[config.mk]
export PLATFORM = sky130hd
export DESIGN_NAME = tmse_mac
export DESIGN_NICKNAME = d
export VERILOG_FILES = /design/src/tmse_mac.sv
export SDC_FILE = /design/constraint.sdc
export NUM_CORES = 2
export LEC_CHECK = 0
export BUFFER_PORTS_ARGS = -buffer_cell sky130_fd_sc_hd__buf_2
export CAP_MARGIN = 20
export CORE_MARGIN = 2
export CORE_UTILIZATION = 56
export CTS_BUF_LIST = sky130_fd_sc_hd__clkbuf_8 sky130_fd_sc_hd__clkbuf_16
export DETAILED_ROUTE_END_ITERATION = 16
export GPL_ROUTABILITY_DRIVEN = 1
export HOLD_SLACK_MARGIN = 0.08
export PLACE_DENSITY = 0.79
export SYNTH_ARGS = -nofsm -noshare
export SYNTH_HDL_FRONTEND = slang
export SYNTH_SLANG_ARGS = --single-unit
[constraint.sdc]
create_clock -name clk -period 9.4 [get_ports clk]
set_clock_uncertainty 0.2 [all_clocks]
set_input_delay 0.47 -clock clk [delete_from_list [all_inputs] [get_ports clk]]
set_output_delay 0.47 -clock clk [all_outputs]
set_load 0.01 [all_outputs]
[src/tmse_mac.sv]
`default_nettype none
module tmse_mac #(
	parameter int EB = 32
) (
	input  wire               clk,
	input  wire               clr,
	input  wire               en,
	input  wire signed [31:0] a,
	input  wire signed [31:0] b,
	output logic signed [31:0] res
);
	logic signed [63:0] prod_s1;
	logic en_s1, clr_s1;
	logic signed [63:0] hi_q, lo_q;
	logic signed [63:0] h, tot;
	localparam logic signed [63:0] HI = (64'sd1 <<< (EB - 1)) - 64'sd1;
	localparam logic signed [63:0] LO = -HI - 64'sd1;

	// Product register, then split accumulate of the floor and the fraction.
	// The first term of a sum restarts the accumulator with its own value.
	always_ff @(posedge clk) begin
		prod_s1 <= a * b;
		en_s1   <= en;
		clr_s1  <= clr;
		if (clr_s1) begin
			hi_q <= h;
			lo_q <= prod_s1 - (h <<< 16);
		end else if (en_s1) begin
			hi_q <= hi_q + h;
			lo_q <= lo_q + (prod_s1 - (h <<< 16));
		end
	end

	always_comb begin
		h   = prod_s1 >>> 16;
		tot = hi_q + ((lo_q + 64'sd32768) >>> 16);
		if (tot > HI) res = HI[31:0];
		else if (tot < LO) res = LO[31:0];
		else res = tot[31:0];
	end
endmodule
`default_nettype wire

Word level (Yosys, flattened, before mapping) --
Index checks and enable logic that the tools add are counted.
Cells by class: $add $sub $neg 5, reduce and logical (&&, ||, !) cells 1, magnitude comparators 2, mux-type cells 6, multiply operators 1
Operators with widths (number):
- $mux W64 | 4
- $add A64 B48 Y64 | 2
- $add A64 B17 Y64 const B | 1
- $add A64 B64 Y64 | 1
- $gt A64 B32 Y1 const B | 1
- $lt A64 B32 Y1 const B | 1
- $mul A32 B32 Y64 | 1
- $mux W32 | 2
- $sub A64 B64 Y64 | 1
- $reduce_bool A2 Y1 | 1
Word-level totals: bits in registers 194, bits of input ports 67, word-level logic and storage cells 20

Logic depth before layout (Yosys ltp) --
word-level depth 5, gate-level depth with buffers 31, gate-level depth less buffers 30

Least setup slack after synthesis --
Ideal clock, no wire load.
kind in2reg, from input port b[8], to register prod_s1[59], stages on the path 28, data required time 9.077 ns, path buffers 1, arrival time 7.812 ns, setup slack 1.265 ns, setup time 0.123 ns, cells stage by stage clkbuf_1 -> nand2_1 -> fa_1 -> inv_1 -> fa_1 -> fa_1 -> inv_1 -> fa_1 -> inv_1 -> fa_1 -> inv_1 -> fa_1 -> inv_1 -> fa_1 -> fa_1 -> ha_1 -> a21oi_1 -> o21ai_1 -> a2111oi_2 -> a211oi_1 -> o41ai_4 -> o31ai_2 -> o41a_1 -> a21o_1 -> a21o_1 -> a31oi_2 -> o21ai_1 -> xor2_1
On the way: cells in the longest elaborated chain, start to end 1
RTL lines:
- start: declaration | RTL line 9 | input wire signed [31:0] b,
- $mul A32 B32 Y64 | RTL line 22 | prod_s1 <= a * b;
- end signal: assignment | RTL line 22
- end: declaration | RTL line 12 | logic signed [63:0] prod_s1;
Every way passes these cells. A chain may end at the register's enable or synchronous reset.

Worst setup path in the final report --
from input port b[20], to register prod_s1[58]
Same word-level chain as after synthesis.

==> metrics.cfg <==
[run_status]
status = finished, final reports clean

[layout]
area_delta_synth_final_pct = 4.02
register_area_um2 = 5170
fin_nets = 7256
drive_gt1_share_pct = 4.65
multi_input_area_um2 = 42700
fill_cells = 8020

[logic_synthesis]
ys_async_sr_fraction_pct = 0
ys_types = 97
syn_nets = 7351
yosys.area.top_type = fa_1
ys_seq_area_share_pct = 9.77
synthTopCellsByArea = fa_1 (41%), ha_1 (7.7%), inv_1 (7.3%)
synth_flop_cell = edfxtp_1
netlist_area_um2 = 52900
synth.top_cell.area_share_pct = 41.1
synth_edf_count = 128
synth-seq-cells = 194
yosys_warnings = 0
avgSynthCellArea_um2 = 9.01
syn-instance-count = 5872

[timing]
slew_headroom_pct = 36.3
clock.fmax_ghz = 0.111
timing.final.crit_period_ps = 8980
rsz0062_at_grt = false
tightestPinTransition_ps = 953
hold_viol = 0
drv_slew = 0
tns_ps = 0
setup-violations-final = 0
fin_crit_sh_pct = 95.6

[setup_path]
cp.arrival_ps = 9120
cp.required_ps = 9540
worst_setup_path_end_kind = flop
path_max_fanout = 21
critical_path_class = in -> reg
start_kind = input port

[placed_design]
hpwl_um = 117000
place_congestion = 0.961
io_buffers = 98

[clock_tree]
clk_latency_ps = 460
ctsHoldBuffers = 2
clock_path_buffers = 2
cts_tree = done
numClockSinks = 194
cts_resized = 0
cts_buffers = 17
cts_setup_buffers = 0
htree_levels = 4
cts.reportedPaths.clkPinSlew_ps = 80
root_buffer = clkbuf_16

[routing]
wl_per_cell_um = 20.4
vias = 40700
dr.pass1.iters = 6
drc_errors = 0
antenna_left = 0
drt-initial-drc-count = 3317
avgViaCountPerCell = 5.78
routed_wl_um = 144000

[floorplan]
core_um2 = 93500
die_h_um = 311
start_util_pct = 56.6
ios = 99
die_x_um = 311
placementRows = 112
dieArea_um2 = 96900

[global_routing]
grt_pass1_wl_um = 232000
antenna_found_initial = 3
grt-ovfl-total = 0
grt_max_degree = 90
grt_pass1_vias = 42800
grtUsageTotal_pct = 30.1

[job]
max_cap_violations = 0

[worst_hold_path]
hold_class = reg -> reg

## sequential cells by signal, summed over array words and instances, names as in the netlist
| name | count |
|---|---|
| hi_q | 64 |
| lo_q | 64 |
| prod_s1 | 64 |
| clr_s1 | 1 |
| en_s1 | 1 |
## layer usage
layer / wire length (µm) / global-route usage, % / up-vias
met3: 14200 / 6.09 / 303
met4: 5830 / 11.0 / 2
met5: 13 / 0 / -
met2: 65100 / 47.7 / 2011
li1: - / - / 18200
met1: 58500 / 41.2 / 20200
## cells in the final DEF, fill, tap and decap left out, types with 8 or more instances in the layout
cell and n:
and3_1 35, fa_1 1085, a31oi_1 21, edfxtp_1 128, dfxtp_1 65, o31ai_1 22
xnor2_1 160, nor2_1 190, or2_2 10, ha_1 327, nand4_1 86, o21ai_1 13
nand2b_1 35, xor2_1 104, nand3_1 92, buf_2 98, a21oi_1 222, inv_1 1034
o21ai_0 202, or3_1 29, o211ai_1 19, o21a_1 27, clkbuf_16 17, buf_4 74
o21bai_1 29, nand2_1 739, and4_1 9, mux2_2 8, nor3_1 65, a211oi_1 23
nor2b_1 20, mux2i_1 8, a211o_1 8, a21o_1 86, or4_1 9, nor4_1 9
and2_1 529
## worst paths after layout
| path | start | end | slack (ps) | cells after the start |
|---|---|---|---|---|
| max | b[20] | prod_s1[58] | 420 | 28 |
| min | prod_s1[33] | hi_q[17] | 350 | 2 |
| max reg2reg | hi_q[0] | hi_q[62] | 4550 | 15 |
| min reg2reg | prod_s1[33] | hi_q[17] | 350 | 2 |
## cells in the mapped netlist, drive strengths merged (9+ instances only)
library cell  count
fa             1085
inv            1035
nand2           739
and2            529
ha              327
clkbuf          256
a21oi           227
o21ai           215
nor2            191
xnor2           162
edfxtp          128
xor2            104
nand3            97
a21o             86
nand4            86
nor3             67
dfxtp            66
and3             37
nand2b           35
buf              33
o21bai           29
or3              29
o21a             27
o31ai            26
a211oi           25
a31oi            23
nor2b            20
o211ai           19
and4             12
or2              12
or4              10
nor4              9
## stage by stage
| step | area (µm²) | setup slack [ps] | cells | utilization [%] | hold slack [ps] |
|---|---|---|---|---|---|
| global placement | 54400 | 96.5 | 7009 | 58.2 | 328 |
| global route | 55000 | 60.5 | 7045 | 58.9 | 369 |
| floorplan | 52900 | 1260 | 5872 | - | 298 |
| detailed placement | 54400 | 7.36 | 7009 | 58.2 | 335 |
| finish | 55000 | 417 | 7047 | 58.9 | 353 |
| CTS | 55000 | 471 | 7043 | 58.8 | 355 |
## worst max-delay path, cell delays in order
cell and delay [ps]:
buf_2 520, buf_4 340, and2_1 180, fa_1 390, inv_1 90, fa_1 410, inv_1 100, fa_1 460
fa_1 590, fa_1 430, fa_1 460, fa_1 520, inv_1 60, fa_1 480, inv_1 40, ha_1 350
a21o_1 190, a21o_1 190, a21oi_1 270, nand3_1 200, a2111oi_1 890, nor2_1 190, a21o_1 270, a211oi_1 280
o21a_1 250, o21ba_2 210, o21ai_0 100, xor2_1 150
## layout make-up
cell class / instances / share of cell area, %
diodes: 3 / 0.0136
clock buffers: 17 / 0.773
clock inverters: 15 / 0.346
inverters: 1035 / 7.06
multi-input cells: 4354 / 77.6
flip-flops and latches: 194 / 9.40
well taps: 1254 / 2.85
repair buffers: 175 / 1.96
## cell families after synthesis
logic type	after synthesis	share of synthesized area (%)
AO/OA/AOI/OAI	763	9.19
XOR/XNOR	266	4.40
adder cells (fa/ha/maj)	1412	48.8
buffers and inverters	1324	9.56
flip-flops	194	9.77
multiplexers	16	0.322
AND/OR/NAND/NOR	1897	18.0
Power is left out: the tool's default activity adds up to more than one toggle a clock period on the data nets, which glitch-free logic cannot reach.
