$ cat config.mk
export PLATFORM = sky130hd
export DESIGN_NAME = tmse_cordic
export DESIGN_NICKNAME = d
export VERILOG_FILES = /design/src/tmse_pkg.sv /design/src/tmse_cordic.sv
export SDC_FILE = /design/constraint.sdc
export NUM_CORES = 2
export LEC_CHECK = 0
export BUFFER_PORTS_ARGS = -buffer_cell sky130_fd_sc_hd__buf_2
export CAP_MARGIN = 20
export CELL_PAD_IN_SITES_DETAIL_PLACEMENT = 1
export CELL_PAD_IN_SITES_GLOBAL_PLACEMENT = 1
export CORE_UTILIZATION = 50
export CTS_BUF_LIST = sky130_fd_sc_hd__clkbuf_4 sky130_fd_sc_hd__clkbuf_8
export DETAILED_ROUTE_END_ITERATION = 12
export PLACE_DENSITY = 0.91
export SLEW_MARGIN = 20
export SYNTH_ARGS = -nofsm -noshare
export SYNTH_HDL_FRONTEND = slang
export SYNTH_SLANG_ARGS = --single-unit
$ cat constraint.sdc
create_clock -name clk -period 21.4 [get_ports clk]
set_input_delay 3.21 -clock clk [delete_from_list [all_inputs] [get_ports clk]]
set_output_delay 3.21 -clock clk [all_outputs]
set_load 0.02 [all_outputs]
$ cat src/tmse_pkg.sv
`default_nettype none
package tmse_pkg;

	localparam int STACK_DEPTH_DEF = 16;
	localparam int WORD_WIDTH_DEF  = 32;

	localparam logic signed [31:0] ONE_Q16 = 32'sd65536;
	localparam logic signed [63:0] K_Q30       = 64'sd652032874;
	localparam logic signed [63:0] PI_Q30      = 64'sd3373259426;
	localparam logic signed [63:0] HALF_PI_Q30 = 64'sd1686629713;
	localparam logic signed [63:0] TWO_PI_Q30  = 64'sd6746518852;

	typedef enum logic [3:0] {
		CMD_TRANSLATE = 4'd0,
		CMD_SCALE     = 4'd1,
		CMD_ROTATE    = 4'd2,
		CMD_PERSP     = 4'd3,
		CMD_ORIENT    = 4'd4,
		CMD_SHADOW    = 4'd5,
		CMD_PUSH      = 4'd6,
		CMD_POP       = 4'd7,
		CMD_POPPUSH   = 4'd8,
		CMD_XFORM     = 4'd9
	} cmd_t;

	typedef enum logic [2:0] {
		ST_OK       = 3'd0,
		ST_POP_EMPTY = 3'd1,
		ST_PUSH_FULL = 3'd2,
		ST_BAD_AXIS  = 3'd3,
		ST_DIV_ZERO  = 3'd4
	} status_t;

	typedef enum logic [3:0] {
		S_IDLE, S_REDUCE, S_MOD, S_CORDIC, S_DIV, S_NEGQ, S_MAC,
		S_WRITE, S_PUSH, S_POP, S_DONE
	} state_t;

	typedef struct packed {
		logic [3:0]         cmd;
		logic signed [31:0] p0;
		logic signed [31:0] p1;
		logic signed [31:0] p2;
		logic signed [31:0] p3;
		logic signed [31:0] p4;
		logic signed [31:0] p5;
		logic signed [31:0] p6;
		logic signed [31:0] p7;
		logic signed [31:0] p8;
		logic [1:0]         axis;
		logic               local_light;
	} cmd_in_t;

	typedef struct packed {
		logic signed [31:0] out_x;
		logic signed [31:0] out_y;
		logic signed [31:0] out_z;
		logic signed [31:0] out_w;
		logic [2:0]         status;
	} res_out_t;

	// CORDIC arctangent table in Q2.30.
	function automatic logic signed [63:0] atan_q30(input logic [4:0] i);
		logic signed [63:0] r;
		begin
			unique case (i)
				5'd0:  r = 64'sd843314857;
				5'd1:  r = 64'sd497837829;
				5'd2:  r = 64'sd263043837;
				5'd3:  r = 64'sd133525159;
				5'd4:  r = 64'sd67021687;
				5'd5:  r = 64'sd33543516;
				5'd6:  r = 64'sd16775851;
				5'd7:  r = 64'sd8388437;
				5'd8:  r = 64'sd4194283;
				5'd9:  r = 64'sd2097149;
				5'd10: r = 64'sd1048576;
				default: r = 64'sd1 <<< (30 - i);
			endcase
			return r;
		end
	endfunction

endpackage
`default_nettype wire

$ cat src/tmse_cordic.sv
`default_nettype none
module tmse_cordic #(
	parameter int EB = 32
) (
	input  wire               clk,
	input  wire               arst_n,
	input  wire               start,
	input  wire signed [63:0] ang,
	output logic              done,
	output logic signed [31:0] sin_q16,
	output logic signed [31:0] cos_q16
);
	import tmse_pkg::*;

	localparam logic signed [63:0] HI = (64'sd1 <<< (EB - 1)) - 64'sd1;
	localparam logic signed [63:0] LO = -HI - 64'sd1;

	logic signed [63:0] x_q, y_q, z_q;
	logic [4:0] it_q;
	logic run_q, neg_q, done_q;
	logic signed [63:0] r0, r1, r2;
	logic fneg;
	logic signed [63:0] dx, dy, xr, yr;
	logic signed [31:0] xs, ys;

	// Fold the reduced angle into the range of convergence.
	always_comb begin
		r0 = ang;
		r1 = r0;
		if (r0 > PI_Q30) r1 = r0 - TWO_PI_Q30;
		else if (r0 < -PI_Q30) r1 = r0 + TWO_PI_Q30;
		fneg = 1'b0;
		r2 = r1;
		if (r1 > HALF_PI_Q30) begin
			r2 = PI_Q30 - r1;
			fneg = 1'b1;
		end else if (r1 < -HALF_PI_Q30) begin
			r2 = -PI_Q30 - r1;
			fneg = 1'b1;
		end
		dx = y_q >>> it_q;
		dy = x_q >>> it_q;
		xr = (x_q + 64'sd8192) >>> 14;
		yr = (y_q + 64'sd8192) >>> 14;
		// Saturate to the entry width before the cosine sign is applied.
		if (xr > HI) xs = HI[31:0];
		else if (xr < LO) xs = LO[31:0];
		else xs = xr[31:0];
		if (yr > HI) ys = HI[31:0];
		else if (yr < LO) ys = LO[31:0];
		else ys = yr[31:0];
	end

	// One micro-rotation per cycle.
	always_ff @(posedge clk or negedge arst_n) begin
		if (!arst_n) begin
			run_q  <= 1'b0;
			done_q <= 1'b0;
			it_q   <= '0;
		end else begin
			done_q <= 1'b0;
			if (start) begin
				run_q <= 1'b1;
				it_q  <= '0;
			end else if (run_q) begin
				it_q <= it_q + 5'd1;
				if (it_q == 5'd29) begin
					run_q  <= 1'b0;
					done_q <= 1'b1;
				end
			end
		end
	end

	always_ff @(posedge clk) begin
		if (start) begin
			x_q   <= K_Q30;
			y_q   <= '0;
			z_q   <= r2;
			neg_q <= fneg;
		end else if (run_q) begin
			if (z_q >= 0) begin
				x_q <= x_q - dx;
				y_q <= y_q + dy;
				z_q <= z_q - atan_q30(it_q);
			end else begin
				x_q <= x_q + dx;
				y_q <= y_q - dy;
				z_q <= z_q + atan_q30(it_q);
			end
		end
	end

	assign done    = done_q;
	assign sin_q16 = ys;
	assign cos_q16 = neg_q ? -xs : xs;
endmodule
`default_nettype wire

# Yosys cells after proc, flatten, opt, wreduce, memory -nomap -nowiden
# Index checks and enable logic that the tools add are counted.
# totals
ff_bits	200
inputBits	67
# classes
eq_ne	11
shift	3
n_lt_le_gt_ge	9
reduce_logical	2
add_sub_neg	15
n_mux	30
# op_table
operator	n
two-way mux 64 bit	15
case mux 64 bit (11 select lines)	1
adder 64 bit	3
subtractor 64 bit	3
two-way mux 32 bit	5
adder 64 x 15 -> 64 bit, second input constant	2
>>> shifter 64 x 5 -> 64 bit	2
subtractor 33 x 64 -> 64 bit, first input constant	2
greater-than comparator 50 x 32 -> 1 bit, second input constant	2
less-than comparator 50 x 32 -> 1 bit, second input constant	2
adder 64 x 34 -> 64 bit, second input constant	1
greater-or-equal comparator 64 x 1 -> 1 bit, second input constant	1
greater-than comparator 64 x 32 -> 1 bit, second input constant	1
greater-than comparator 64 x 33 -> 1 bit, second input constant	1
less-than comparator 64 x 32 -> 1 bit, second input constant	1
less-than comparator 64 x 33 -> 1 bit, second input constant	1
<<< shifter 2 x 32 -> 64 bit, first input constant	1
subtractor 64 x 34 -> 64 bit, second input constant	1
negator 32 bit	1
equality test 5 x 3 -> 1 bit, second input constant	4
equality test 5 x 4 -> 1 bit, second input constant	3
equality test 5 x 2 -> 1 bit, second input constant	2
two-way mux 5 bit	2
two-way mux 1 bit	7
other kinds (6)	6

# Logic depth before layout (Yosys ltp)
# depth
word_depth	10
mapped_depth	39
mapped_depth_nobuf	30

# Worst setup path before layout
# OpenSTA, ideal clock, no wires.
# synth_path
path_kind	register to output
startpoint	register x_q[14]
endpoint	output cos_q16[30]
required_ns	18.190
setup_slack_ns	12.326
path_stages_with_launch	23
arrival_time_ns	5.864
path_cell_list	dfxtp_1 > ha_1 > nand4_1 > nor4_1 > and4_1 > clkbuf_1 > and4_1 > nand3_1 > xnor2_1 > a31oi_1 > clkbuf_1 > clkbuf_1 > clkbuf_1 > nor2_1 > inv_1 > ha_1 > o21ai_0 > a211o_1 > a21o_1 > a211o_1 > nand2b_1 > o41ai_1 > xor2_1
# synth_via
elab_chain_len	6
elab_cells_between_ends	7
cone_classes	2 x add/sub; 2 x order compare; 3 x mux
# synth_lines
element	line_no	rtl
from (decl)	tmse_cordic.sv:18	logic signed [63:0] x_q, y_q, z_q;
from (signal assigned)	tmse_cordic.sv:83	x_q <= x_q - dx;
from (signal assigned)	tmse_cordic.sv:87	x_q <= x_q + dx;
adder 64 x 15 -> 64 bit (*)	tmse_cordic.sv:43	xr = (x_q + 64'sd8192) >>> 14;
less-than comparator 50 x 32 -> 1 bit	tmse_cordic.sv:47	else if (xr < LO) xs = LO[31:0];
two-way mux 32 bit	tmse_cordic.sv:47	
two-way mux 32 bit (*)	tmse_cordic.sv:46	if (xr > HI) xs = HI[31:0];
negator 32 bit	tmse_cordic.sv:96	assign cos_q16 = neg_q ? -xs : xs;
two-way mux 32 bit (*)	tmse_cordic.sv:96	
to (decl)	tmse_cordic.sv:11	output logic signed [31:0] cos_q16
# Mark *: on every way between the ends. The rest lies on a longest branch, timed or not.

# Worst setup path in the final report
# layout_path
startpoint	register x_q[15]
endpoint	output cos_q16[30]
# The elaborated chain is that of the path after synthesis.

==> out/summary.txt <==
Outcome: finished, final reports clean
Buffers on Ports: 131
Reg clk slew, reported paths: 0.13 ns
Final worst-path cycle share: 47.5%
# DRC: 0
Vias per Instance: 7.23
R2R Setup Slk: 11.29 ns
Leading area contributor after synthesis: mux4_2
CTS-repair resized insts: 0
Skew-Pair Late Insertion Delay: 0.64 ns
Count of state elements after synthesis: 200
Logic pwr share: 83.5%
Slew headroom: 22.3%
Final core utilization: 52.8%
Hold path cells: 2
Tightest Pin Transition: 1.16 ns
Synth warn: 0
Mapped Nets: 5,497
Sw frac: 56.5%
Final wirelength: 157,000 um
Peak Freq: 98.4 MHz
Die area: 80,600 sq um
Maximum vdd drop: 0.0805 mV
Layout area overhead: 3.55%
Critical path's slowest cell: nor4_1
Largest stage delay, worst path: 0.94 ns
DRT iter0 DRCs: 4,660
DR pass1 iterations: 8
Cts bufs inserted: 17
Commonest cells post-synth: nand2_1, nor2_1, o21ai_0, a21oi_1, clkbuf_1
Initial antenna violation count: 5
Hold Path Sink: x_q[0]$_SDFFE_PP0P_
CP Buf/Inv Count: 3
Crit path max fanout: 21
Arrival @ worst endpoint: 6.95 ns
Setup violations, final: 0
Sequential-to-total area share from yosys stat: 11.8%
DP HPWL: 120,000 um
Required @ worst endpoint: 18.19 ns
Gpl congestion: 0.994
Tmin final: 10.16 ns
Height of the die: 284 um
DRT antenna net count: 0
Sw Pwr: 4.41 mW
Syn avg cell area: 7.61 sq um
Worst reg2reg startpoint: it_q[1]$_DFFE_PN0P_
Count leader, synth: nand2_1
Total setup buffers inserted after CTS: 0
I/O pin cnt: 132
Hold violation count in the final report: 0
Die Wd: 284 um
Largest net degree at the start of global routing: 110
Vias in the first global route: 45,047
CTS root buffer: clkbuf_8
H-tree lvl count: 4
Clk sink count: 200
Max_cap viols: 0
Internal: 3.39 mW
Setup TNS: 0 ns
Worst Reg-to-Reg Cells: 26
Via count: 44,068
Power share of the clock group: 3.7%
Synth Cell Area: 39,700 sq um
Cells after Synth: 5,220
Hold Buf Count CTS: 0
Share of layout cells above drive strength 1: 11.9%
Gr ovfl total: 0
First-pass GRT wire length: 249,000 um
Top post-synthesis cells by area: mux4_2, ha_1, xnor2_1
Pwr Density: 190 nW/um^2
Crit path kind: flip-flop to primary output
Initial core utilization: 50.9%
Startpoint Class: flip-flop
Layout net count: 5,316
Worst r2r dst: z_q[56]$_DFFE_PP_
Synth Flop Type: dfxtp_1
Min-delay src: x_q[0]$_SDFFE_PP0P_
Cell Chain, Critical Path: nand3_1 > nor4_1 > nand4_1 > nor4_1 > and3_1 > o2111ai_1 > o31a_1 > buf_4 > nor2_1 > nor2_1 > inv_1 > ha_1 > o21ai_0 > a211o_1 > a21o_1 > a211o_1 > nand2b_1 > o41ai_1 > xor2_1 > buf_2
Lkg Pwr: 16.3 nW
Max-slew violation count: 0
Hold WC Path Type: flip-flop to flip-flop
Number of library cell types mapped by synthesis: 108
CP endpoint kind: primary output
GRT Overall Usage: 38.0%
Top-area cell type share of the netlist area: 11.6%
Sequential Power Share: 12.8%
# rows: 102
Final Skew: 0.0257 ns
EDFF count, synth: 65
Drt wl/cell: 25.8 um
Clk buf depth: 2
Post-synth ARST share: 3.50%
Crit path max-delay family: simple AND/OR/NAND/NOR gates
RSZ-0062 raised after global routing: no
Core footprint: 78,000 sq um
CTS tree: yes
[worst max path at each step]
| stage | start | to | slack [ns] | depth (start not counted) |
|---|---|---|---|---|
| floorplan | x_q[14]$_SDFFE_PP0P_ | cos_q16[30] | 12.33 | 22 |
| global placement | ang[49] | z_q[17]$_DFFE_PP_ | 11.03 | 16 |
| detailed placement | ang[49] | z_q[17]$_DFFE_PP_ | 11.23 | 16 |
| CTS | x_q[15]$_SDFFE_PP0P_ | cos_q16[30] | 11.38 | 20 |
| global route | it_q[1]$_DFFE_PN0P_ | z_q[56]$_DFFE_PP_ | 10.64 | 26 |
| finish | x_q[15]$_SDFFE_PP0P_ | cos_q16[30] | 11.24 | 20 |
[sequential cells by signal, indices dropped and copies added, names as in the netlist]
| register | flops |
|---|---|
| done | 1 |
| it_q | 5 |
| neg_q | 1 |
| run_q | 1 |
| x_q | 64 |
| y_q | 64 |
| z_q | 64 |
[routing by layer]
metal	global-route usage, %	wire [um]	up-vias	share of wire [%]
met1	42.7	58300	21536	37
met3	6.40	10800	839	6.8
met2	65.1	76000	2324	48
met5	0	45	-	0.029
met4	27.1	12200	6	7.8
li1	-	-	19363	-
[cells in the final DEF (no fill, tap or decap), types with 128 or more instances in the layout]
| cell | count |
|---|---|
| xnor2_1 | 293 |
| a21oi_1 | 305 |
| xor2_1 | 199 |
| o21ai_0 | 403 |
| nor3_1 | 142 |
| nor2_1 | 443 |
| mux2i_1 | 136 |
| buf_2 | 130 |
| a21o_1 | 148 |
| ha_1 | 207 |
| dfxtp_1 | 128 |
| nand2_1 | 484 |
| nand3_1 | 182 |
| mux4_2 | 204 |
[kinds of logic (layout without fill, tap and decap cells)]
group                      after synthesis  count (layout)  synth area share [%]
xor gates and xnor gates               492             492                  10.8
DFF                                    200             200                  11.8
muxes                                  403             403                  16.8
buffers and inverters                  506             338                  4.90
and+or+nand+nor                       1862            1862                  23.1
AOI/OAI and AO/OA                     1547            1547                  25.8
other                                    0               1                     0
adders and majority gates              210             210                  6.67
[final cells by class]
| cell class | instances | area, sq um |
|---|---|---|
| clock buffers | 17 | 234 |
| well taps | 1040 | 1300 |
| flip-flops and latches | 200 | 4710 |
| repair buffers | 189 | 1110 |
| inverters | 117 | 445 |
| diodes | 1 | 2.50 |
| clock inverters | 15 | 184 |
| multi-input cells | 4514 | 33100 |
| fillers | 9719 | 36800 |
[stage by stage]
step	std cells	setup slack [ns]	area (sq um)	power [mW]	hold slack, ns
floorplan	5220	12.33	39700	5.64	0.466
global placement	6060	11.03	40700	6.87	0.494
detailed placement	6060	11.23	40700	7.26	0.540
CTS	6092	11.38	41100	7.61	0.558
global route	6093	10.64	41100	8.36	0.612
finish	6093	11.24	41100	7.80	0.552
[power groups by stage]
| stage | sequential, mW | combinational (mW) | clock, mW |
|---|---|---|---|
| 2_1_floorplan | 0.723 | 4.91 | 0 |
| 3_3_place_gp | 0.962 | 5.91 | 0 |
| 3_5_place_dp | 0.980 | 6.28 | 0 |
| 4_1_cts | 0.971 | 6.35 | 0.289 |
| 5_1_grt | 1.01 | 7.06 | 0.300 |
| 6_report | 0.999 | 6.51 | 0.288 |
[tightest hold or removal path: stages (launching register included)]
cell	delay, ns
dfxtp_1	0.36
nor2_1	0.11
a211oi_1	0.05
No activity file was read; power rests on OpenSTA's default activity.
