$ cat src/tmse_divider.sv
`default_nettype none
module tmse_divider (
	input  wire        clk,
	input  wire        arst_n,
	input  wire        start,
	input  wire [63:0] num,
	input  wire [63:0] den,
	output logic       done,
	output logic [63:0] quo
);
	logic [63:0] q_q;
	logic [64:0] r_q;
	logic [63:0] d_q;
	logic [6:0]  cnt_q;
	logic run_q, done_q;
	logic [64:0] trial;

	always_comb trial = {r_q[63:0], q_q[63]} - {1'b0, d_q};

	// Restoring division, one quotient bit per cycle.
	always_ff @(posedge clk or negedge arst_n) begin
		if (!arst_n) begin
			run_q  <= 1'b0;
			done_q <= 1'b0;
			cnt_q  <= '0;
		end else begin
			done_q <= 1'b0;
			if (start) begin
				run_q <= 1'b1;
				cnt_q <= '0;
			end else if (run_q) begin
				cnt_q <= cnt_q + 7'd1;
				if (cnt_q == 7'd63) begin
					run_q  <= 1'b0;
					done_q <= 1'b1;
				end
			end
		end
	end

	always_ff @(posedge clk) begin
		if (start) begin
			q_q <= num;
			r_q <= '0;
			d_q <= den;
		end else if (run_q) begin
			if (!trial[64]) begin
				r_q <= trial;
				q_q <= {q_q[62:0], 1'b1};
			end else begin
				r_q <= {r_q[63:0], q_q[63]};
				q_q <= {q_q[62:0], 1'b0};
			end
		end
	end

	assign done = done_q;
	assign quo  = q_q;
endmodule
`default_nettype wire

$ cat config.mk
export PLATFORM = sky130hd
export DESIGN_NAME = tmse_divider
export DESIGN_NICKNAME = d
export VERILOG_FILES = /design/src/tmse_divider.sv
export SDC_FILE = /design/constraint.sdc
export NUM_CORES = 1
export LEC_CHECK = 0
export BUFFER_PORTS_ARGS = -buffer_cell sky130_fd_sc_hd__buf_2
export CELL_PAD_IN_SITES_DETAIL_PLACEMENT = 1
export CELL_PAD_IN_SITES_GLOBAL_PLACEMENT = 1
export CORE_ASPECT_RATIO = 1.4
export CORE_MARGIN = 5
export CORE_UTILIZATION = 39
export CTS_CLUSTER_SIZE = 40
export DETAILED_ROUTE_END_ITERATION = 10
export GPL_TIMING_DRIVEN = 0
export PLACE_DENSITY = 0.75
export RECOVER_POWER = 100
export SETUP_SLACK_MARGIN = 0.3
export SLEW_MARGIN = 40
export SYNTH_ARGS = -nofsm -noshare
export SYNTH_HDL_FRONTEND = slang
export SYNTH_SLANG_ARGS = --single-unit
$ cat constraint.sdc
create_clock -name clk -period 4.7 [get_ports clk]
set_clock_uncertainty 0.05 [all_clocks]
set_input_delay 0.235 -clock clk [delete_from_list [all_inputs] [get_ports clk]]
set_output_delay 0.235 -clock clk [all_outputs]
set_load 0.03 [all_outputs]
# Word level (Yosys, flattened, before mapping)
# Cells that the tools add are included.
totals:
  out_inout_bits: 65
  rom_bits: 0
  ff_bits: 201
  latch_bits: 0
  mem_bits_rw: 0
  elab_cells: 22
  memories: 0
classes:
  div_mod_pow: 0
  shifts: 0
  n_reduce_logical: 1
  add_sub_neg: 2
  mux: 12
  mul: 0
  magnitude_cmp: 0
  n_bitwise: 0
  eq_ne: 1
ops:
  columns: ["op", "count"]
  rows:
  - ["64-bit 2-to-1 mux", 3]
  - ["65-bit by 64-bit subtractor with 65-bit output", 1]
  - ["7-bit 2-to-1 mux", 2]
  - ["7-bit by 1-bit adder with 7-bit output, second input constant", 1]
  - ["7-bit by 6-bit equality test with 1-bit output, second input constant", 1]
  - ["1-bit 2-to-1 mux", 7]
  - ["2-bit nonzero test", 1]

# Longest topological paths before layout
# Gate-level depths: netlist (run 1).
depth:
  word_depth: 4
  ltp_mapped: 15
  ltp_nobuf: 14

# Least setup slack after synthesis (run 1)
# Ideal clock, no wire load.
synth_timing:
  path_kind: "register -> register"
  from: "register q_q[63], in the netlist quo[63]"
  to: "register r_q[54]"
  n_path_buf: 0
  path_slack_ns: 1.130
  setup_ns: 0.088
  arrival_time_ns: 3.432
  stages_incl_launch_ff: 15
  period_less_slack_ns: 3.570
  cell_sequence: "edfxtp_1 -> inv_1 -> ha_1 -> fa_1 -> nand2b_1 -> a21o_1 -> a31oi_1 -> a21oi_1 -> o31a_1 -> o21ai_2 -> a41oi_2 -> o31a_1 -> nand2b_4 -> mux2_4 -> a311oi_2"
synth_via:
  elab_chain_cells: 2
synth_lines:
  columns: ["item", "line", "text"]
  rows:
  - ["start: declaration", "11", "logic [63:0] q_q;"]
  - ["start signal: assignment", "43", "q_q <= num;"]
  - ["start signal: assignment", "49", "q_q <= {q_q[62:0], 1'b1};"]
  - ["start signal: assignment", "52", "q_q <= {q_q[62:0], 1'b0};"]
  - ["65-bit by 64-bit subtractor with 65-bit output", "18", "always_comb trial = {r_q[63:0], q_q[63]} - {1'b0, d_q};"]
  - ["64-bit 2-to-1 mux", "47", "if (!trial[64]) begin"]
  - ["end signal: assignment", "48", "r_q <= trial;"]
  - ["end signal: assignment", "51", "r_q <= {r_q[63:0], q_q[63]};"]
  - ["end: declaration", "12", "logic [64:0] r_q;"]
# Every way passes these cells.
# A chain may end at the register's enable or synchronous reset.

# Final worst setup path (run 1)
layout_timing:
  from: "register q_q[63], in the netlist quo[63]"
  to: "register r_q[51]"
# The elaborated chain is that of the path after synthesis.

==> results of run 1 <==
==> sequential cells by signal, indices dropped and copies added, names as in the netlist <==
| signal | count |
|---|---|
| cnt_q | 7 |
| run_q | 1 |
| r_q | 64 |
| done | 1 |
| quo | 64 |
| d_q | 64 |
==> final timing paths <==
| check | cells after the start | slack [ps] | to |
|---|---|---|---|
| max reg2reg | 14 | 380 | r_q[51] |
| min reg2reg | 2 | 460 | r_q[15] |
| max in group asynchronous | 2 | 4090 | cnt_q[1] |
| min in group clk | 2 | 350 | d_q[10] |
| min | 2 | 160 | cnt_q[5] |
| max | 14 | 380 | r_q[51] |
==> per-layer routing <==
layer	vias to the layer above	routed length, um
met5	-	0
met3	102	2360
met4	0	1830
met2	304	21000
li1	4985	-
met1	5138	14700
==> cells in the final DEF (no fill, tap or decap), drive strengths merged, types with 12 or more instances in the layout <==
cell	Yosys	final
ha	65	65
nand2	98	98
o21ai	62	62
nand2b	12	12
nor2	129	129
xnor2	38	38
a21o	20	20
dlygate4sd3	0	129
buf	7	131
inv	73	72
a21oi	117	117
dfxtp	64	64
xor2	24	24
edfxtp	128	128
mux2	66	66
a211oi	49	49
nand3	14	14
clkbuf	43	149
==> critical path, delay by kind of cell (launching register included) <==
| kind | cells | cell delay (ps) |
|---|---|---|
| AO/OA/AOI/OAI | 8 | 1920 |
| XOR/XNOR | 1 | 260 |
| adder cells (fa/ha/maj) | 2 | 620 |
| buffers and inverters | 1 | 60 |
| flip-flops | 1 | 380 |
| AND/OR/NAND/NOR | 2 | 910 |
==> kinds of logic (layout without fill, tap and decap cells) <==
logic type	count (synthesis)	after routing	share of synthesized area [%]
adder cells (fa/ha/maj)	66	66	7.19
XOR/XNOR	62	62	5.01
buffers and inverters	123	492	4.08
multiplexers	75	75	7.22
AND/OR/NAND/NOR	306	306	11.5
AO/OA/AOI/OAI	340	340	18.8
flip-flops	201	201	46.1
==> power groups by stage <==
stage          registers [W]  clock network, W  logic (W)
4_1_cts              0.00206           0.00187   0.000702
6_report             0.00206           0.00184   0.000694
5_1_grt              0.00207           0.00196   0.000752
3_5_place_dp         0.00209                 0   0.000613
2_1_floorplan        0.00219                 0   0.000277
3_3_place_gp         0.00209                 0   0.000596
==> metrics by stage <==
step	setup WS [ps]	power, W	cells
finish	384	0.00460	1922
global route	208	0.00479	1922
CTS	316	0.00463	1922
detailed placement	365	0.00270	1750
global placement	-116	0.00268	1748
floorplan	1130	0.00247	1173
==> final cells by class <==
class / count / area, um2 / area share, %
Inverter: 73 / 275 / 1.83
Clock inverter: 10 / 87.6 / 0.582
Tap cell: 380 / 475 / 3.16
Sequential cell: 201 / 5350 / 35.6
Buffer: 50 / 203 / 1.35
Multi-Input combinational cell: 849 / 5780 / 38.4
Clock buffer: 33 / 674 / 4.48
Timing Repair Buffer: 326 / 2200 / 14.6
==> timing repair <==
item	in CTS	in global routing
setup endpoints to repair	0	46
hold endpoints to repair	137	0
resized for setup	0	5
hold buffers	129	0
==> run summary, run 1 <==
GR met2 Demand/Resource -> 44.2%
Site Rows -> 74
instance count of the mapped netlist -> 1173
wire length of the first global-routing pass -> 63.6 mm
GR Util All Layers -> 23.7%
Starting Density -> 39.6%
number of antenna violations at the first check in global routing -> 0
post-CTS setup-driven buffer insertion count -> 0
HPWL after DPL -> 27.4 mm
share of the clock period used by the worst path after layout -> 91.8%
Via-to-Cell Ratio -> 5.48
Die Outline Area -> 33300 um2
power share of the combinational group -> 15.1%
Inserted Diodes -> 0
crit path from -> quo[63]
Placeable Area -> 29300 um2
number of iterations in the first detailed-routing pass -> 5
Internal Power -> 0.00333 W
number of buffers added by the clock tree synthesis step -> 24
sequential cell fraction of total power -> 44.9%
largest net degree at the start of global routing -> 46
sum of overflow across all layers after global routing -> 0
violation count after the first detailed-route iteration -> 435
Antenna Violating Nets Remaining -> 0
post-route cell area -> 15000 um2
Synth Warn # -> 0
Psw -> 0.00127 W
routability congestion estimate from global placement -> 0.917
dominant cell by count in the synthesized netlist -> sky130_fd_sc_hd__nor2_1
slowest CP cell -> sky130_fd_sc_hd__nor2_1
ordered cell list for the critical path -> inv_1 -> ha_1 -> fa_1 -> nand2b_1 -> a21o_1 -> a31oi_2 -> a21oi_1 -> a21oi_1 -> a21o_1 -> a41o_1 -> xor2_4 -> nor2_1 -> a22oi_1 -> o21ai_0
utilization after layout -> 51.4%
Worst-Skew Late Latency -> 550 ps
most area-hungry cell type in the Yosys netlist -> sky130_fd_sc_hd__edfxtp_1
endpoint required time on the critical path -> 5110 ps
Final nets -> 1722
Clk pwr share -> 40.1%
max incr delay on CP -> 730 ps
count of unique library cells instantiated by Yosys -> 70
cell area after synthesis -> 11600 um2
mean instance size in the synthesized netlist -> 9.89 um2
boundary pin count -> 196
most numerous cell types in the synthesized netlist -> sky130_fd_sc_hd__nor2_1 (129), sky130_fd_sc_hd__edfxtp_1 (128), sky130_fd_sc_hd__a21oi_1 (116)
Sink Count -> 201
run status -> finished, violations left
count of buffers inserted at the top-level ports -> 195
maximum fanout encountered on the critical timing path -> 9
most used routing layer -> met2
launch instance of the worst register-to-register path -> quo[63]
synth-to-layout area growth -> 29.8%
top cells by area, synth -> sky130_fd_sc_hd__edfxtp_1 (33%), sky130_fd_sc_hd__dfxtp_1 (11%), sky130_fd_sc_hd__ha_1 (7.0%)
total wire length -> 39.8 mm
Post-synth EDFFs -> 128
type of the most critical hold path -> in -> async
overall via count from detail_route -> 10500
fraction of power spent switching nets -> 27.6%
post-synthesis register bit count -> 201
final total negative setup slack -> 0 ps
failing checks -> capacitance limit, slew limit
number of global-route vias before repair -> 11800
clock-pin transition on the worst setup and hold timing paths -> 70 ps
detailed-route DRC error count -> 0
leakage -> 6.16 nW
element type at the critical path start -> flip-flop
met3 Usage GRT -> 5.17%
area share of the leading cell type in the synthesized netlist -> 33.1%
Power per Cell Area -> 306 nW/um2
critical path endpoint category -> flip-flop
final-layout worst hold slack -> 161 ps
Slew Viols, Final -> 31
transition time at the pin with the least slew margin -> 1810 ps
Cell Area, Placed -> 13100 um2
average detailed-routed wire length per instance -> 20.7 um
MaxCap Viol Count -> 1
post-route minimum period -> 4320 ps
post-synth net total -> 1370
number of buffers between clock root and the deepest sink -> 3
total of endpoints with negative setup slack in the final report -> 0
portion of the post-synthesis area used by sequential elements -> 46.1%
async set-or-reset flop fraction in the synthesized netlist -> 4.48%
worst-case vdd ir drop -> 308 uV
headroom to the max-slew limit -> -21.0%
Max Clk Rate -> 232 MHz
TritonCTS clock tree -> built
number of filler instances in the final layout -> 3432
fraction of layout instances using a drive strength above 1 -> 15.2%
setup repair after global routing missed its margin -> no
CTS H-tree lvls -> 1
Worst Path Arrival -> 4720 ps
Clk Tree Root Cell -> sky130_fd_sc_hd__clkbuf_16
met1 capacity usage during global routing -> 25.2%
Vert. Die Dim -> 214 um
ys flop type -> sky130_fd_sc_hd__edfxtp_1
Die Wd -> 156 um
Critical Setup Path Class -> reg -> reg
Final Hold Violating Endpoints -> 0
Note: power is estimated with default switching activity, not from simulation.
==> inputs of run 2 (changes only) <==
Settings changed: CORE_UTILIZATION 39 to 44, PLACE_DENSITY 0.75 to 0.83.
==> run 2 against run 1 <==
The run now ends clean. Register-to-register slack worse by 30 ps. Cell area is 0.32% lower. Worst setup slack worse by 25 ps. Non-clock buffer count is 4 higher. Combinational power is 3.5% higher. First-iteration DRC count is 56% higher. Power is 0.30% higher. Clock power hardly changed. Core utilization is 6.0 points higher.
==> run summary, run 2 (synthesis results as in run 1) <==
run status -> finished, final reports clean
total of endpoints with negative setup slack in the final report -> 0 (unchanged)
headroom to the max-slew limit -> 1.50% (+22 points)
detailed-route DRC error count -> 0 (unchanged)
total wire length -> 43.6 mm (+9.5%)
utilization after layout -> 57.5% (+6.0 points)
Via-to-Cell Ratio -> 5.83 (+6.4%)
most common cell after layout, fill and taps aside -> sky130_fd_sc_hd__dlygate4sd3_1
post-layout instance count excluding filler cells -> 1870 (-2.7%)
fraction of layout instances using a drive strength above 1 -> 15.0% (-0.21 points)
critical path endpoint category -> flip-flop
endpoint of the worst register-to-register path -> r_q[54]
Power per Cell Area -> 308 nW/um2 (+0.62%)
buffers and inverters on the worst path -> 2 (+1)
leakage -> 6.16 nW (about the same)
Site Rows -> 70 (-5.4%)
Die Outline Area -> 29700 um2 (-11%)
Max Clk Rate -> 230 MHz (-0.58%)
GR Util All Layers -> 28.8% (+5.1 points)
sum of overflow across all layers after global routing -> 0 (unchanged)
synth-to-layout area growth -> 29.3%
max incr delay on CP -> 430 ps (-300 ps)
maximum fanout encountered on the critical timing path -> 6 (-3)
Worst-Skew Late Latency -> 560 ps (about the same)
Critical Setup Path Class -> reg -> reg
average detailed-routed wire length per instance -> 23.3 um (+13%)
ordered cell list for the critical path -> inv_1 -> ha_1 -> fa_1 -> nand2b_1 -> a21o_1 -> a31oi_2 -> a21oi_1 -> a21oi_1 -> a21o_1 -> a41o_4 -> xor2_4 -> buf_4 -> mux2_1 -> mux2i_1 -> a311oi_2
boundary pin count -> 196 (unchanged)
MaxCap Viol Count -> 0 (-1)
post-route minimum period -> 4340 ps (+25.2 ps)
kind of cell with the highest combined delay on the critical path -> compound AO/OA/AOI/OAI gates
routability congestion estimate from global placement -> 0.913 (-0.45%)
count of cells along the worst register-to-register path -> 15 (+1)
share of the clock period used by the worst path after layout -> 92.4% (+0.54 points)
commonest non-fill, non-tap cells in the layout -> sky130_fd_sc_hd__dlygate4sd3_1 (129), sky130_fd_sc_hd__nor2_1 (128), sky130_fd_sc_hd__edfxtp_1 (128)
Clk Tree Root Cell -> sky130_fd_sc_hd__clkbuf_16
CTS H-tree lvls -> 1 (unchanged)
Starting Density -> 44.4% (+4.8 points)
largest net degree at the start of global routing -> 42 (-8.7%)
Final Hold Violating Endpoints -> 0 (unchanged)
number of iterations in the first detailed-routing pass -> 5 (unchanged)
element type at the critical path start -> flip-flop
Sink Count -> 201 (unchanged)
violation count after the first detailed-route iteration -> 677 (+56%)
Worst Path Arrival -> 4680 ps (-40 ps)
type of the most critical hold path -> in -> async
number of buffers added by the clock tree synthesis step -> 23 (-4.2%)
transition time at the pin with the least slew margin -> 1480 ps (-337 ps)
Final nets -> 1725 (+0.17%)
launch instance of the worst register-to-register path -> quo[63]
TritonCTS clock tree -> built
Antenna Violating Nets Remaining -> 0 (unchanged)
setup repair after global routing missed its margin -> no
wire length of the first global-routing pass -> 68.1 mm (+7.2%)
count of buffers inserted at the top-level ports -> 195 (unchanged)
number of global-route vias before repair -> 12300 (+4.0%)
slowest CP cell -> sky130_fd_sc_hd__fa_1
Placeable Area -> 26100 um2 (-11%)
Vert. Die Dim -> 202 um (-5.6%)
number of antenna violations at the first check in global routing -> 2 (+2)
Die Wd -> 147 um (-5.5%)
clock-pin transition on the worst setup and hold timing paths -> 60 ps (about the same)
register-to-register path setup slack -> 360 ps (-30 ps)
number of buffers between clock root and the deepest sink -> 3 (unchanged)
endpoint required time on the critical path -> 5040 ps (-70 ps)
worst-case vdd ir drop -> 316 uV (+2.9%)
HPWL after DPL -> 28.1 mm (+2.8%)
overall via count from detail_route -> 10900 (+3.5%)
total instance count after detailed placement -> 1694 (-3.2%)
Slew Viols, Final -> 0 (-100%)
run 2: changes by cell type in the layout (fill, tap and decap cells not counted), moves of 2 or more:
cell                       delta
sky130_fd_sc_hd__clkinv_2     -3
sky130_fd_sc_hd__mux2_2       -2
sky130_fd_sc_hd__diode_2      +2
sky130_fd_sc_hd__clkbuf_2     +4
sky130_fd_sc_hd__mux2_1       +2
sky130_fd_sc_hd__clkbuf_8     -4
sky130_fd_sc_hd__clkbuf_1     +3
sky130_fd_sc_hd__clkinv_1     +2
sky130_fd_sc_hd__buf_4        +3
sky130_fd_sc_hd__buf_2        -6
run 2: layout make-up:
| class | instances | area, um2 |
|---|---|---|
| Clock inverter | 11 | 123 |
| Fill cell | 2983 | 11100 |
| Inverter | 73 | 275 |
| Timing Repair Buffer | 330 | 2230 |
| Tap cell | 324 | 405 |
| Multi-Input combinational cell | 849 | 5800 |
| Buffer | 50 | 208 |
| Sequential cell | 201 | 5350 |
| Clock buffer | 30 | 602 |
| Antenna cell | 2 | 5.00 |
run 2: how the worst max path moves through the flow:
stage,endpoint,cells after the start,slack [ps],startpoint
6_report,r_q[54],15,360,quo[63]
4_1_cts,r_q[42],15,420,quo[63]
3_3_place_gp,quo[12],5,-50,start
3_5_place_dp,r_q[42],15,260,quo[63]
2_1_floorplan,r_q[54],14,1130,quo[63]
5_1_grt,r_q[26],15,190,quo[63]
run 2: where the power goes:
part,internal (W),switching [W]
Sequential,0.00200,0.0000741
Combinational,0.000275,0.000443
Clock,0.00102,0.000803
Total,0.00330,0.00132
run 2: timing repair:
item,CTS,global route
endpoints found under the hold margin,137,0
pin swaps,0,0
hold buffers,129,0
setup buffers,0,4
gates resized for setup,1,14
endpoints found under the setup margin,3,60
run 2: stage by stage:
| step | power [W] | worst slack (ps) | cell area [um2] | TNS [ps] | hold slack (ps) |
|---|---|---|---|---|---|
| after floorplan | 0.00247 | 1130 | 11600 | 0 | -111 |
| after global placement | 0.00268 | -51.9 | 13000 | -3110 | 44.2 |
| after detailed placement | 0.00271 | 258 | 13000 | 0 | 49.4 |
| after CTS | 0.00458 | 418 | 15000 | 0 | 58.3 |
| after global routing | 0.00477 | 188 | 15000 | 0 | 162 |
| final | 0.00462 | 359 | 15000 | 0 | 168 |
run 2: routing by layer:
metal	global-route usage [%]	routed length (um)	share of wire (%)	up-vias
met2	55.7	23800	55	398
met4	13.2	2170	5.0	0
met5	0	0	0	-
li1	-	-	-	4986
met1	30.0	15500	36	5375
met3	4.71	2150	4.9	141
==> inputs of run 3 (changes only) <==
--- a/config.mk
+++ b/config.mk
@@ -11,3 +11,3 @@
 export CORE_ASPECT_RATIO = 1.4
-export CORE_MARGIN = 5
+export CORE_MARGIN = 2
 export CORE_UTILIZATION = 44
==> constraint.sdc (replaced) <==
create_clock -name clk -period 4.7 [get_ports clk]
set_clock_uncertainty 0.05 [all_clocks]
set_input_delay 0.705 -clock clk [delete_from_list [all_inputs] [get_ports clk]]
set_output_delay 0.705 -clock clk [all_outputs]
set_load 0.03 [all_outputs]
==> run 3 against run 2 <==
The flow now finishes with violations (capacitance limit, slew limit). First-iteration DRC count is 31% lower. Non-clock buffer count decreased by 132. Power decreased by 5.8%. Clock power shrank 7%. Register-to-register slack gained 50 ps. Critical endpoint is now r_q[25].
==> run summary, run 3 (synthesis results as in run 1) <==
Die Outline Area -> 27700 um2 (-6.9%)
sum of overflow across all layers after global routing -> 0 (unchanged)
Worst Hold Launch -> den[5]
topmost layer with routed signal wires -> met5
Slew Viols, Final -> 32 (+32)
Sink Count -> 201 (unchanged)
number of filler instances in the final layout -> 2993 (+0.34%)
violation count after the first detailed-route iteration -> 469 (-31%)
Die Wd -> 141 um (-4.1%)
Clk Tree Root Cell -> sky130_fd_sc_hd__clkbuf_16
worst-case vdd ir drop -> 298 uV (-5.7%)
critical path endpoint category -> flip-flop
footprint of the flip-flops and latches -> 5350 um2 (unchanged)
clock-pin transition on the worst setup and hold timing paths -> 60 ps (about the same)
number of buffers between clock root and the deepest sink -> 3 (unchanged)
routability congestion estimate from global placement -> 0.977 (+7.0%)
most common cell after layout, fill and taps aside -> sky130_fd_sc_hd__buf_2
average detailed-routed wire length per instance -> 20.7 um (-11%)
Starting Density -> 44.6% (+0.15 points)
met2 wire len -> 19.3 mm (-19%)
crit path from -> quo[63]
run status -> finished, violations left
share of the clock period used by the worst path after layout -> 91.3% (-1.0 points)
post-route minimum period -> 4290 ps (-48.6 ps)
setup repair after global routing missed its margin -> no
element type at the critical path start -> flip-flop
count of buffers inserted at the top-level ports -> 195 (unchanged)
number of global-route vias before repair -> 11000 (-10%)
Max Clk Rate -> 233 MHz (+1.1%)
dpl ws -> 351 ps (+93.0 ps)
overall via count from detail_route -> 10100 (-7.5%)
MaxCap Viol Count -> 1 (+1)
post-CTS setup-driven buffer insertion count -> 0 (unchanged)
Final nets -> 1592 (-7.7%)
Placeable Area -> 26000 um2 (-0.34%)
Antenna Violating Nets Remaining -> 0 (unchanged)
max incr delay on CP -> 440 ps (about the same)
wire length of the first global-routing pass -> 56.2 mm (-17%)
post-layout instance count excluding filler cells -> 1735 (-7.2%)
detailed-route wire length on metal 1 -> 13.3 mm (-15%)
total of endpoints with negative setup slack in the final report -> 0 (unchanged)
commonest non-fill, non-tap cells in the layout -> sky130_fd_sc_hd__buf_2 (133), sky130_fd_sc_hd__nor2_1 (129), sky130_fd_sc_hd__edfxtp_1 (128)
detailed-route DRC error count -> 0 (unchanged)
Via-to-Cell Ratio -> 5.81 (-0.34%)
transition time at the pin with the least slew margin -> 1910 ps (+428 ps)
fraction of layout instances using a drive strength above 1 -> 17.7% (+2.7 points)
headroom to the max-slew limit -> -27.1% (-29 points)
total wire length -> 35.9 mm (-18%)
Final Hold Violating Endpoints -> 0 (unchanged)
total instance count after detailed placement -> 1694 (unchanged)
final total negative setup slack -> 0 ps (unchanged)
CTS H-tree lvls -> 1 (unchanged)
ordered cell list for the critical path -> inv_1 -> ha_1 -> fa_1 -> nand2b_1 -> a21o_1 -> a31oi_2 -> a21oi_1 -> a21oi_1 -> a21o_1 -> a41o_1 -> xnor2_4 -> clkbuf_4 -> buf_2 -> nand2_1 -> a311oi_1
Critical Setup Path Class -> reg -> reg
Worst Path Arrival -> 4660 ps (-20 ps)
maximum fanout encountered on the critical timing path -> 10 (+4)
launch instance of the worst register-to-register path -> quo[63]
leakage -> 5.62 nW (-8.7%)
final setup slack of the worst path -> 408 ps (+48.6 ps)
Inserted Diodes -> 0 (-2)
Site Rows -> 70 (unchanged)
Vert. Die Dim -> 196 um (-3.0%)
GR Util All Layers -> 25.5% (-3.3 points)
Power per Cell Area -> 319 nW/um2 (+3.6%)
number of buffers added by the clock tree synthesis step -> 22 (-4.3%)
synth-to-layout area growth -> 17.6%
failing checks -> capacitance limit, slew limit
number of antenna violations at the first check in global routing -> 1 (-1)
largest net degree at the start of global routing -> 37 (-12%)
met3 layer wire length in the routed design -> 1.79 mm (-17%)
Worst-Skew Late Latency -> 530 ps (-30 ps)
register-to-register path setup slack -> 410 ps (+50 ps)
endpoint required time on the critical path -> 5070 ps (+30 ps)
final-layout worst hold slack -> 296 ps (+128 ps)
TritonCTS clock tree -> built
type of the most critical hold path -> in -> reg
HPWL after DPL -> 27.8 mm (-1.4%)
slowest CP cell -> sky130_fd_sc_hd__a41o_1
boundary pin count -> 196 (unchanged)
area occupied by multi-input gates -> 5780 um2 (-0.32%)
number of iterations in the first detailed-routing pass -> 7 (+2)
[run 3: cell count changes in the layout (fill, tap and decap cells not counted), moves of 2 or more]
cell                            change
sky130_fd_sc_hd__diode_2            -2
sky130_fd_sc_hd__clkbuf_8           +2
sky130_fd_sc_hd__clkbuf_1          -10
sky130_fd_sc_hd__clkinv_2           +6
sky130_fd_sc_hd__mux2_2            +13
sky130_fd_sc_hd__clkinv_1           -2
sky130_fd_sc_hd__dlygate4sd3_1    -128
sky130_fd_sc_hd__clkbuf_2           -4
sky130_fd_sc_hd__buf_2             +12
sky130_fd_sc_hd__mux2_1            -13
sky130_fd_sc_hd__buf_4              -6
[run 3: worst paths after layout]
kind,end,cells past startpoint
setup / recovery,r_q[25],15
hold / removal,d_q[5],1
setup reg to reg,r_q[25],15
hold reg to reg,r_q[12],2
max in group asynchronous,cnt_q[6],2
min in group asynchronous,cnt_q[1],2
[run 3: metrics by stage]
| stage | power [W] | instance area (um2) | util, % |
|---|---|---|---|
| 2_1_floorplan | 0.00247 | 11600 | - |
| 3_3_place_gp | 0.00267 | 13000 | 49.9 |
| 3_5_place_dp | 0.00271 | 13000 | 50.1 |
| 4_1_cts | 0.00440 | 13700 | 52.8 |
| 5_1_grt | 0.00450 | 13600 | 52.4 |
| 6_report | 0.00435 | 13600 | 52.4 |
[run 3: critical path, delay by kind of cell, from the launching register on]
kind            cells  cell delay (ps)
buf+inv             3              680
flops               1              370
xor+xnor            1              250
simple gates        2              290
compound gates      7             1920
fa+ha+maj           2              610
[run 3: layer usage]
metal,vias to the layer above,global-route usage (%)
met4,2,11.1
li1,4737,-
met3,91,4.78
met1,4956,26.2
met5,-,0
met2,293,49.6
[run 3: power breakdown]
group | internal [W] | switching [W] | total (W) | leakage (nW)
logic | 0.000207 | 0.000395 | 0.000602 | 3.34
clock network | 0.000951 | 0.000739 | 0.00169 | 0.342
registers | 0.00200 | 0.0000561 | 0.00206 | 1.94
total | 0.00316 | 0.00119 | 0.00435 | 5.62
[run 3: final cells by class]
type                       count  area share (%)
clock inverter                13           0.761
tap                          324            2.97
buffer                        50            1.46
clock buffer                  27            4.32
multi-input combinational    849            42.4
sequential                   201            39.2
timing repair buffer         198            6.91
inverter                      73            2.01
[run 3: repair_timing]
action / 4_1_cts / 5_1_grt
hold buffers: 1 / 0
endpoints found under the setup margin: 0 / 25
resized for setup: 0 / 2
hold endpoints to repair: 9 / 0
